<file path="src/sv/cba_pkg.sv">
// Shared widths, codes and types of the chained block allocator.
package cba_pkg;

   // Fixed field widths of the channel words and the control register
   localparam int OPCODE_W = 2;
   localparam int BLOCK_W  = 12;
   localparam int STATUS_W = 2;
   localparam int COUNT_W  = 13;
   localparam int CSR_W    = 13;

   // Table geometry: one 4-byte entry per 256-byte storage block
   localparam int BLOCK_BYTES = 256;
   localparam int ENTRY_BYTES = 4;

   localparam logic [CSR_W-1:0] BIU_RESET = 13'd4096;

   // Opcodes
   localparam logic [OPCODE_W-1:0] OP_ALLOC  = 2'd0;
   localparam logic [OPCODE_W-1:0] OP_FREE   = 2'd1;
   localparam logic [OPCODE_W-1:0] OP_READ   = 2'd2;
   localparam logic [OPCODE_W-1:0] OP_FORMAT = 2'd3;

   // Status codes
   localparam logic [STATUS_W-1:0] ST_OK    = 2'd0;
   localparam logic [STATUS_W-1:0] ST_FULL  = 2'd1;
   localparam logic [STATUS_W-1:0] ST_RANGE = 2'd2;

   // Used-count update codes
   localparam logic [1:0] CNT_HOLD = 2'd0;
   localparam logic [1:0] CNT_INC  = 2'd1;
   localparam logic [1:0] CNT_DEC  = 2'd2;
   localparam logic [1:0] CNT_ONE  = 2'd3;

   // Command from sequencer to table datapath
   typedef struct packed {
      logic       rd_en;
      logic       wr_en;
      logic [1:0] cnt_op;
   } cba_cmd_type;

endpackage

</file>
<file path="src/sv/cba_ctrl.sv">
// Sequencer: request decode, table scan, chain walk, sweep and response register.
module cba_ctrl #(
   parameter int TABLE_ENTRIES = 4096
) (
   input  logic                                clock,
   input  logic                                reset,
   input  logic                                req_valid,
   output logic                                req_ready,
   input  logic [cba_pkg::OPCODE_W-1:0]        req_opcode,
   input  logic [cba_pkg::BLOCK_W-1:0]         req_block,
   output logic                                rsp_valid,
   input  logic                                rsp_ready,
   output logic [cba_pkg::BLOCK_W-1:0]         rsp_result_block,
   output logic [cba_pkg::STATUS_W-1:0]        rsp_status,
   output logic [cba_pkg::COUNT_W-1:0]         rsp_used_count,
   input  logic                                csr_we,
   input  logic [cba_pkg::CSR_W-1:0]           csr_wdata,
   output cba_pkg::cba_cmd_type                cmd,
   output logic [$clog2(TABLE_ENTRIES)-1:0]    addr,
   output logic [$clog2(TABLE_ENTRIES):0]      wdata,
   input  logic [$clog2(TABLE_ENTRIES):0]      rd_data,
   input  logic [$clog2(TABLE_ENTRIES+1)-1:0]  used_count
);

   localparam int AW = $clog2(TABLE_ENTRIES);
   localparam int NW = $clog2(TABLE_ENTRIES + 1);
   localparam int CW = (NW > cba_pkg::CSR_W) ? NW : cba_pkg::CSR_W;
   localparam int MW = CW + 2;

   localparam logic [3:0] S_SWEEP      = 4'd0;
   localparam logic [3:0] S_IDLE       = 4'd1;
   localparam logic [3:0] S_ALLOC_SCAN = 4'd2;
   localparam logic [3:0] S_ALLOC_PRD  = 4'd3;
   localparam logic [3:0] S_ALLOC_LINK = 4'd4;
   localparam logic [3:0] S_ALLOC_MARK = 4'd5;
   localparam logic [3:0] S_FREE_RD    = 4'd6;
   localparam logic [3:0] S_FREE_WR    = 4'd7;
   localparam logic [3:0] S_READ_RD    = 4'd8;
   localparam logic [3:0] S_READ_WAIT  = 4'd9;
   localparam logic [3:0] S_DONE       = 4'd10;

   logic [3:0]                     state_ff, state_in;
   logic [cba_pkg::CSR_W-1:0]      biu_ff;
   logic [AW-1:0]                  blk_ff, blk_in;
   logic [AW-1:0]                  ptr_ff, ptr_in;
   logic [CW-1:0]                  rem_ff, rem_in;
   logic                           chk_v_ff, chk_v_in;
   logic [AW-1:0]                  chk_addr_ff, chk_addr_in;
   logic [AW-1:0]                  found_ff, found_in;
   logic                           fmt_ff, fmt_in;
   logic [cba_pkg::BLOCK_W-1:0]    res_ff, res_in;
   logic [cba_pkg::STATUS_W-1:0]   status_ff, status_in;
   logic                           rsp_valid_ff, rsp_valid_in;
   logic [cba_pkg::BLOCK_W-1:0]    rsp_block_ff;
   logic [cba_pkg::STATUS_W-1:0]   rsp_status_ff;
   logic [cba_pkg::COUNT_W-1:0]    rsp_count_ff;
   logic                           rsp_load;

   logic [CW-1:0]                  biu_ext;
   logic [CW-1:0]                  size;
   logic [MW-1:0]                  size_bytes;
   logic [CW-1:0]                  maps;
   logic [CW-1:0]                  blk_ext;
   logic [AW-1:0]                  blk_idx;
   logic [AW-1:0]                  rd_link;
   logic [CW-1:0]                  rd_link_ext;
   logic [CW-1:0]                  chk_addr_ext;
   logic [CW-1:0]                  ptr_ext;
   logic [CW-1:0]                  cnt_ext;
   logic                           fmt_used;

   // next scan position, wrapping at the table size
   function automatic logic [AW-1:0] next_pos(input logic [AW-1:0] p,
                                              input logic [CW-1:0] lim);
      logic [CW-1:0] p1;
      p1 = CW'(p) + CW'(1);
      if (p1 == lim) begin
         next_pos = '0;
      end else begin
         next_pos = p + AW'(1);
      end
   endfunction

   // effective table size: register clamped to [2, TABLE_ENTRIES]
   assign biu_ext = CW'(biu_ff);
   always_comb begin
      if (biu_ext < CW'(2)) begin
         size = CW'(2);
      end else if (biu_ext > CW'(TABLE_ENTRIES)) begin
         size = CW'(TABLE_ENTRIES);
      end else begin
         size = biu_ext;
      end
   end

   assign size_bytes   = MW'(size) * MW'(cba_pkg::ENTRY_BYTES);
   assign maps         = CW'(size_bytes / cba_pkg::BLOCK_BYTES);
   assign blk_ext      = CW'(req_block);
   assign blk_idx      = blk_ext[AW-1:0];
   assign rd_link      = rd_data[AW:1];
   assign rd_link_ext  = CW'(rd_link);
   assign chk_addr_ext = CW'(chk_addr_ff);
   assign ptr_ext      = CW'(ptr_ff);
   assign cnt_ext      = CW'(used_count);
   assign fmt_used     = fmt_ff && ((ptr_ff == '0) || (ptr_ext <= maps));

   always_comb begin
      state_in     = state_ff;
      blk_in       = blk_ff;
      ptr_in       = ptr_ff;
      rem_in       = rem_ff;
      chk_v_in     = chk_v_ff;
      chk_addr_in  = chk_addr_ff;
      found_in     = found_ff;
      fmt_in       = fmt_ff;
      res_in       = res_ff;
      status_in    = status_ff;
      rsp_load     = 1'b0;
      req_ready    = 1'b0;
      cmd.rd_en    = 1'b0;
      cmd.wr_en    = 1'b0;
      cmd.cnt_op   = cba_pkg::CNT_HOLD;
      addr         = ptr_ff;
      wdata        = '0;

      case (state_ff)
         S_SWEEP: begin
            cmd.wr_en = 1'b1;
            wdata     = {{AW{1'b0}}, fmt_used};
            if (fmt_ff && (ptr_ff == '0)) begin
               cmd.cnt_op = cba_pkg::CNT_ONE;
            end else if (fmt_used) begin
               cmd.cnt_op = cba_pkg::CNT_INC;
            end
            if (ptr_ff == AW'(TABLE_ENTRIES - 1)) begin
               state_in = fmt_ff ? S_DONE : S_IDLE;
            end else begin
               ptr_in = ptr_ff + AW'(1);
            end
         end

         S_IDLE: begin
            req_ready = 1'b1;
            if (req_valid) begin
               res_in    = '0;
               status_in = cba_pkg::ST_OK;
               case (req_opcode)
                  cba_pkg::OP_ALLOC: begin
                     if (blk_ext >= size) begin
                        status_in = cba_pkg::ST_RANGE;
                        state_in  = S_DONE;
                     end else begin
                        blk_in   = blk_idx;
                        ptr_in   = next_pos(blk_idx, size);
                        rem_in   = size - CW'(1);
                        chk_v_in = 1'b0;
                        state_in = S_ALLOC_SCAN;
                     end
                  end
                  cba_pkg::OP_FREE: begin
                     if (blk_ext == '0) begin
                        state_in = S_DONE;
                     end else if (blk_ext >= size) begin
                        status_in = cba_pkg::ST_RANGE;
                        state_in  = S_DONE;
                     end else begin
                        ptr_in   = blk_idx;
                        state_in = S_FREE_RD;
                     end
                  end
                  cba_pkg::OP_READ: begin
                     if (blk_ext >= size) begin
                        status_in = cba_pkg::ST_RANGE;
                        state_in  = S_DONE;
                     end else begin
                        blk_in   = blk_idx;
                        state_in = S_READ_RD;
                     end
                  end
                  default: begin
                     ptr_in   = '0;
                     fmt_in   = 1'b1;
                     state_in = S_SWEEP;
                  end
               endcase
            end
         end

         // one probe issued per cycle; its data is checked in the next cycle
         S_ALLOC_SCAN: begin
            cmd.rd_en   = (rem_ff != '0);
            chk_v_in    = (rem_ff != '0);
            chk_addr_in = ptr_ff;
            if (rem_ff != '0) begin
               ptr_in = next_pos(ptr_ff, size);
               rem_in = rem_ff - CW'(1);
            end
            if (chk_v_ff && (rd_data == '0)) begin
               found_in = chk_addr_ff;
               res_in   = chk_addr_ext[cba_pkg::BLOCK_W-1:0];
               state_in = (blk_ff != '0) ? S_ALLOC_PRD : S_ALLOC_MARK;
            end else if (chk_v_ff && (rem_ff == '0)) begin
               status_in = cba_pkg::ST_FULL;
               state_in  = S_DONE;
            end
         end

         S_ALLOC_PRD: begin
            cmd.rd_en = 1'b1;
            addr      = blk_ff;
            state_in  = S_ALLOC_LINK;
         end

         S_ALLOC_LINK: begin
            cmd.wr_en  = 1'b1;
            addr       = blk_ff;
            wdata      = {found_ff, 1'b1};
            cmd.cnt_op = rd_data[0] ? cba_pkg::CNT_HOLD : cba_pkg::CNT_INC;
            state_in   = S_ALLOC_MARK;
         end

         S_ALLOC_MARK: begin
            cmd.wr_en  = 1'b1;
            addr       = found_ff;
            wdata      = {{AW{1'b0}}, 1'b1};
            cmd.cnt_op = cba_pkg::CNT_INC;
            state_in   = S_DONE;
         end

         S_FREE_RD: begin
            cmd.rd_en = 1'b1;
            state_in  = S_FREE_WR;
         end

         S_FREE_WR: begin
            cmd.wr_en  = 1'b1;
            cmd.cnt_op = rd_data[0] ? cba_pkg::CNT_DEC : cba_pkg::CNT_HOLD;
            if (rd_link == '0) begin
               state_in = S_DONE;
            end else if (rd_link_ext >= size) begin
               status_in = cba_pkg::ST_RANGE;
               state_in  = S_DONE;
            end else begin
               ptr_in   = rd_link;
               state_in = S_FREE_RD;
            end
         end

         S_READ_RD: begin
            cmd.rd_en = 1'b1;
            addr      = blk_ff;
            state_in  = S_READ_WAIT;
         end

         S_READ_WAIT: begin
            res_in   = rd_link_ext[cba_pkg::BLOCK_W-1:0];
            state_in = S_DONE;
         end

         S_DONE: begin
            if (!rsp_valid_ff || rsp_ready) begin
               rsp_load = 1'b1;
               fmt_in   = 1'b0;
               state_in = S_IDLE;
            end
         end

         default: begin
            state_in = S_IDLE;
         end
      endcase
   end

   always_comb begin
      if (rsp_load) begin
         rsp_valid_in = 1'b1;
      end else if (rsp_ready) begin
         rsp_valid_in = 1'b0;
      end else begin
         rsp_valid_in = rsp_valid_ff;
      end
   end

   always_ff @(posedge clock) begin
      if (reset) begin
         state_ff     <= S_SWEEP;
         ptr_ff       <= '0;
         fmt_ff       <= 1'b0;
         chk_v_ff     <= 1'b0;
         rsp_valid_ff <= 1'b0;
         biu_ff       <= cba_pkg::BIU_RESET;
      end else begin
         state_ff     <= state_in;
         ptr_ff       <= ptr_in;
         fmt_ff       <= fmt_in;
         chk_v_ff     <= chk_v_in;
         rsp_valid_ff <= rsp_valid_in;
         if (csr_we) begin
            biu_ff <= csr_wdata;
         end
      end
   end

   always_ff @(posedge clock) begin
      blk_ff      <= blk_in;
      rem_ff      <= rem_in;
      chk_addr_ff <= chk_addr_in;
      found_ff    <= found_in;
      res_ff      <= res_in;
      status_ff   <= status_in;
      if (rsp_load) begin
         rsp_block_ff  <= res_ff;
         rsp_status_ff <= status_ff;
         rsp_count_ff  <= cnt_ext[cba_pkg::COUNT_W-1:0];
      end
   end

   assign rsp_valid        = rsp_valid_ff;
   assign rsp_result_block = rsp_block_ff;
   assign rsp_status       = rsp_status_ff;
   assign rsp_used_count   = rsp_count_ff;

endmodule
</file>
<file path="config.mk">
export PLATFORM = sky130hd
export DESIGN_NAME = cba_ctrl
export DESIGN_NICKNAME = d
export VERILOG_FILES = /design/src/sv/cba_pkg.sv /design/src/sv/cba_ctrl.sv
export SDC_FILE = /design/constraint.sdc
export NUM_CORES = 1
export LEC_CHECK = 0
export BUFFER_PORTS_ARGS = -buffer_cell sky130_fd_sc_hd__buf_2
export CAP_MARGIN = 20
export CORE_MARGIN = 4
export CORE_UTILIZATION = 47
export DETAILED_ROUTE_END_ITERATION = 6
export PLACE_DENSITY = 0.68
export SLEW_MARGIN = 0
export SYNTH_ARGS = -nofsm -noshare
export SYNTH_HDL_FRONTEND = slang
export SYNTH_SLANG_ARGS = --single-unit
</file>
<file path="constraint.sdc">
create_clock -name clock -period 8.1 [get_ports clock]
set_input_delay 0.81 -clock clock [delete_from_list [all_inputs] [get_ports clock]]
set_output_delay 0.81 -clock clock [all_outputs]
set_load 0.1 [all_outputs]
</file>
==> impl_metrics.tcl <==
set metrics [dict create \
    status "completed" \
    io-pin-count 116 \
    cts_post_setup_buffers_inserted 0 \
    clock_power_share 0.456 \
    drt-total-wl_mm 25.5 \
    design.die.area_um2 19100 \
    edff_count_synth 90 \
    max-vdd-ir-drop_uv 151 \
    mapped_cells 845 \
    hold_violations 0 \
    synth_area_um2 7990 \
    detail_route.iter0.violations 718 \
    cts_tree "done" \
    max_freq_mhz 219 \
    numClockSinks 122 \
    drive_gt1_frac 0.188 \
    count_of_input_and_output_buffers 115 \
    cts_resized 0 \
    rows 47 \
    cts-root-buf "sky130_fd_sc_hd__clkbuf_16" \
    power.density_nw_per_um2 172 \
    intPower_mw 1.16 \
    worst-path-max-fanout 10 \
    syn2layout_area_growth_pct 15.1 \
    clk_path_buf_depth 2 \
    detail_route.vias_per_cell 6.32 \
    final_antenna_net_count 0 \
    dpl.hpwl_mm 18.9 \
    p_leak_nw 3.60 \
    drv_cap 0 \
    timing.final.crit_share 0.565 \
    swShare 0.267 \
    drcViolationCount 0 \
    rsz0062_at_grt "false" \
    critPathLaunchType "flip-flop" \
    worstRegToRegCells 12 \
    die-height_um 138 \
    global_route.overflow_total 0 \
    rr_endpoint "ptr_ff[9]$_SDFFE_PP0P_" \
    final-instance-count-excl-fill 1155 \
    yosys_register_bits 122 \
    endpoint_kind "flip-flop" \
    post_synth.cell_area_avg_um2 9.45 \
    worst_ep_arrival_time_ns 4.85 \
    final_setup_margin_ns 3.53 \
    synth.lib_cells_used.distinct 74 \
    finalMaxSlewViolations 0 \
    place.gp.congestion 0.992 \
    setup.reg_to_reg.worst_slack_ns 3.53 \
    synthArstFlopShare 0 \
    pre_cts_ws_ns 3.41 \
    place.detailed.instances 1122 \
    first_global_vias 6803 \
    ys_warn_count 0 \
    grt_usage 0.259 \
    core_um2 16600 \
    routed-via-count 7296 \
    fin_crit_ns 4.57 \
    power.sequential.fraction 0.435 \
    timing_worst_slew_pin_value_ns 1.08 \
    detail_route.first_pass.iterations 6 \
    dieWidth_um 138 \
    insertedDiodeCount 0 \
    nFillCells 1498 \
    holdBufCountCts 0 \
    finalCoreUtilization 0.552 \
    whs_endpoint "rsp_result_block[0]$_DFFE_PP_" \
    min_from "res_ff[0]$_DFFE_PP_" \
    floorplan.initialDensity 0.480 \
    fin_skew_ns 0.00991 \
    seq_area_frac_synth 0.419 \
    synth-main-ff-cell "sky130_fd_sc_hd__edfxtp_1" \
    hold-path-cell-count 0 \
    worst_hold_path_type "flip-flop to flip-flop" \
    p_switching_mw 0.422 \
    largest_net_degree_at_the_start_of_global_routing 32 \
    fin_setup_tns_ns 0 \
    antenna_found_initial 0 \
    clk_transition_reported_paths_ns 0.06 \
    clock_latency_reported_for_the_late_side_of_the_worst_skew_pair_ns 0.43 \
    grt_first_pass_wirelength_mm 39.2 \
    htreeDepth 4 \
    combPwrFrac 0.109 \
    max-slew-margin-rel 0.282 \
    synth_fp_nets 939 \
    r2r_start "biu_ext[4]$_SDFFE_PP0P_" \
    dpl_cell_area_um2 8620 \
    worst-setup-path-type "flip-flop to flip-flop" \
    wire_length_per_cell_um 22.1 \
    setup-violations-final 0 \
    cts_inserted_buffers 17 \
    stdcell_area_um2 9190 \
    cp_data_required_time_ns 8.37 \
    design.final.nets 1017 \
]
flip-flops by register name, summed over array words and instances, names as in the netlist:
register and cells:
found_ff 12, status_ff 2, rsp_used_count 13, rsp_result_block 12, rsp_valid 1, chk_addr_ff 12, rem_ff 13, ptr_ff 12
fmt_ff 1, rsp_status 2, state_ff 4, biu_ext 13, res_ff 12, blk_ff 12, chk_v_ff 1
cell usage in the layout, fill, tap and decap left out, types with 4 or more instances in the layout:
master                         n
sky130_fd_sc_hd__o221ai_1      4
sky130_fd_sc_hd__or2_2         8
sky130_fd_sc_hd__nand2b_1     19
sky130_fd_sc_hd__a22o_1       15
sky130_fd_sc_hd__a21oi_1      38
sky130_fd_sc_hd__dfxtp_1      32
sky130_fd_sc_hd__a31oi_1      14
sky130_fd_sc_hd__o211ai_1      5
sky130_fd_sc_hd__o21ai_0      25
sky130_fd_sc_hd__nor3_1       22
sky130_fd_sc_hd__xor2_1       12
sky130_fd_sc_hd__a311o_1       6
sky130_fd_sc_hd__a211oi_1      9
sky130_fd_sc_hd__buf_4         8
sky130_fd_sc_hd__nor3b_1       4
sky130_fd_sc_hd__a41oi_1       8
sky130_fd_sc_hd__xnor2_1      30
sky130_fd_sc_hd__nand4_1      12
sky130_fd_sc_hd__or3_1        11
sky130_fd_sc_hd__a221oi_1     12
sky130_fd_sc_hd__nand2_1      76
sky130_fd_sc_hd__clkinvlp_4    4
sky130_fd_sc_hd__nor2b_1      17
sky130_fd_sc_hd__clkbuf_16    17
sky130_fd_sc_hd__and2_1       15
sky130_fd_sc_hd__edfxtp_1     90
sky130_fd_sc_hd__nand3_1      25
sky130_fd_sc_hd__buf_2       115
sky130_fd_sc_hd__mux2i_1      20
sky130_fd_sc_hd__nor2_1       68
sky130_fd_sc_hd__nor4_1       21
sky130_fd_sc_hd__a22oi_1      18
sky130_fd_sc_hd__o2111ai_1     4
sky130_fd_sc_hd__a21o_1        5
sky130_fd_sc_hd__inv_1        27
sky130_fd_sc_hd__ha_1         36
sky130_fd_sc_hd__and3_1        7
sky130_fd_sc_hd__o31ai_1       4
power groups by stage:
| stage | Clock (mW) | Sequential, mW | Combinational, mW |
|---|---|---|---|
| floorplan | 0 | 0.690 | 0.121 |
| global placement | 0 | 0.700 | 0.168 |
| detailed placement | 0 | 0.701 | 0.169 |
| CTS | 0.728 | 0.688 | 0.170 |
| global route | 0.756 | 0.689 | 0.189 |
| finish | 0.720 | 0.688 | 0.172 |
cells by family after synthesis:
| family | after synthesis | share of synthesized area |
|---|---|---|
| simple gates | 322 | 0.206 |
| compound gates | 205 | 0.188 |
| flops | 122 | 0.419 |
| buf+inv | 92 | 0.0469 |
| xor+xnor | 45 | 0.0547 |
| fa+ha+maj | 36 | 0.0564 |
| mux | 23 | 0.0293 |
Yosys cell counts, types with 12 or more instances:
cell                       count  share of area
sky130_fd_sc_hd__nand3_1      25          0.016
sky130_fd_sc_hd__nor2_1       68          0.032
sky130_fd_sc_hd__nor4_1       21          0.016
sky130_fd_sc_hd__a22o_1       15          0.016
sky130_fd_sc_hd__nor3_1       22          0.014
sky130_fd_sc_hd__nand4_1      12         0.0094
sky130_fd_sc_hd__nor2b_1      17          0.013
sky130_fd_sc_hd__a22oi_1      18          0.017
sky130_fd_sc_hd__xor2_1       12          0.013
sky130_fd_sc_hd__and2_1       15          0.012
sky130_fd_sc_hd__a21oi_1      38          0.024
sky130_fd_sc_hd__a31oi_1      14          0.011
sky130_fd_sc_hd__inv_1        27          0.013
sky130_fd_sc_hd__clkbuf_1     41          0.019
sky130_fd_sc_hd__a221oi_1     12          0.013
sky130_fd_sc_hd__nand2_1      76          0.036
sky130_fd_sc_hd__xnor2_1      30          0.033
sky130_fd_sc_hd__mux2i_1      20          0.025
sky130_fd_sc_hd__edfxtp_1     90           0.34
sky130_fd_sc_hd__o21ai_0      25          0.016
sky130_fd_sc_hd__dfxtp_1      32          0.080
sky130_fd_sc_hd__nand2b_1     19          0.015
sky130_fd_sc_hd__ha_1         36          0.056
worst max-delay path by stage:
stage,cells after the start,end,from,slack (ns)
3_3_place_gp,11,rem_ff[3]$_DFFE_PP_,biu_ext[4]$_SDFFE_PP0P_,3.47
6_report,12,ptr_ff[9]$_SDFFE_PP0P_,biu_ext[4]$_SDFFE_PP0P_,3.53
2_1_floorplan,4,cmd[3],state_ff[0]$_SDFFE_PP0P_,4.09
5_1_grt,12,ptr_ff[4]$_SDFFE_PP0P_,biu_ext[4]$_SDFFE_PP0P_,3.19
3_5_place_dp,11,rem_ff[3]$_DFFE_PP_,biu_ext[4]$_SDFFE_PP0P_,3.41
4_1_cts,11,rem_ff[2]$_DFFE_PP_,biu_ext[4]$_SDFFE_PP0P_,3.40
per-layer routing:
metal  track usage  vias to the layer above  share of wire
met3        0.0601                       61          0.096
met4        0.0998                        0          0.032
met1         0.352                     3451           0.42
met5             0                        -              0
li1              -                     3339              -
met2         0.402                      445           0.45
metrics by stage:
step                      hold WS [ns]  power [mW]
after floorplan                  0.400       0.810
after global placement           0.401       0.868
after detailed placement         0.405       0.870
after CTS                        0.419        1.59
after global routing             0.425        1.63
final                            0.418        1.58
worst max-delay path: stages, from the launching register on:
cell and delay, ns:
sky130_fd_sc_hd__dfxtp_1 0.42, sky130_fd_sc_hd__or4_4 0.59, sky130_fd_sc_hd__o41ai_1 0.69, sky130_fd_sc_hd__inv_1 0.18, sky130_fd_sc_hd__ha_1 0.33, sky130_fd_sc_hd__nand2b_1 0.14
sky130_fd_sc_hd__a31oi_1 0.16, sky130_fd_sc_hd__o21ai_0 0.11, sky130_fd_sc_hd__a32oi_1 0.46, sky130_fd_sc_hd__or3_1 0.37, sky130_fd_sc_hd__nand4_1 0.46, sky130_fd_sc_hd__a221oi_1 0.39
sky130_fd_sc_hd__a211oi_1 0.12
area by class of cell:
| cell class | instances | area [um2] | share of cell area |
|---|---|---|---|
| clock buffer | 17 | 425 | 0.0463 |
| timing repair buffer | 124 | 649 | 0.0707 |
| multi-input combinational | 631 | 4270 | 0.465 |
| tap | 220 | 275 | 0.0300 |
| sequential | 122 | 3340 | 0.364 |
| clock inverter | 14 | 123 | 0.0133 |
| inverter | 27 | 101 | 0.0110 |
Power figures use the tool's default switching activity.
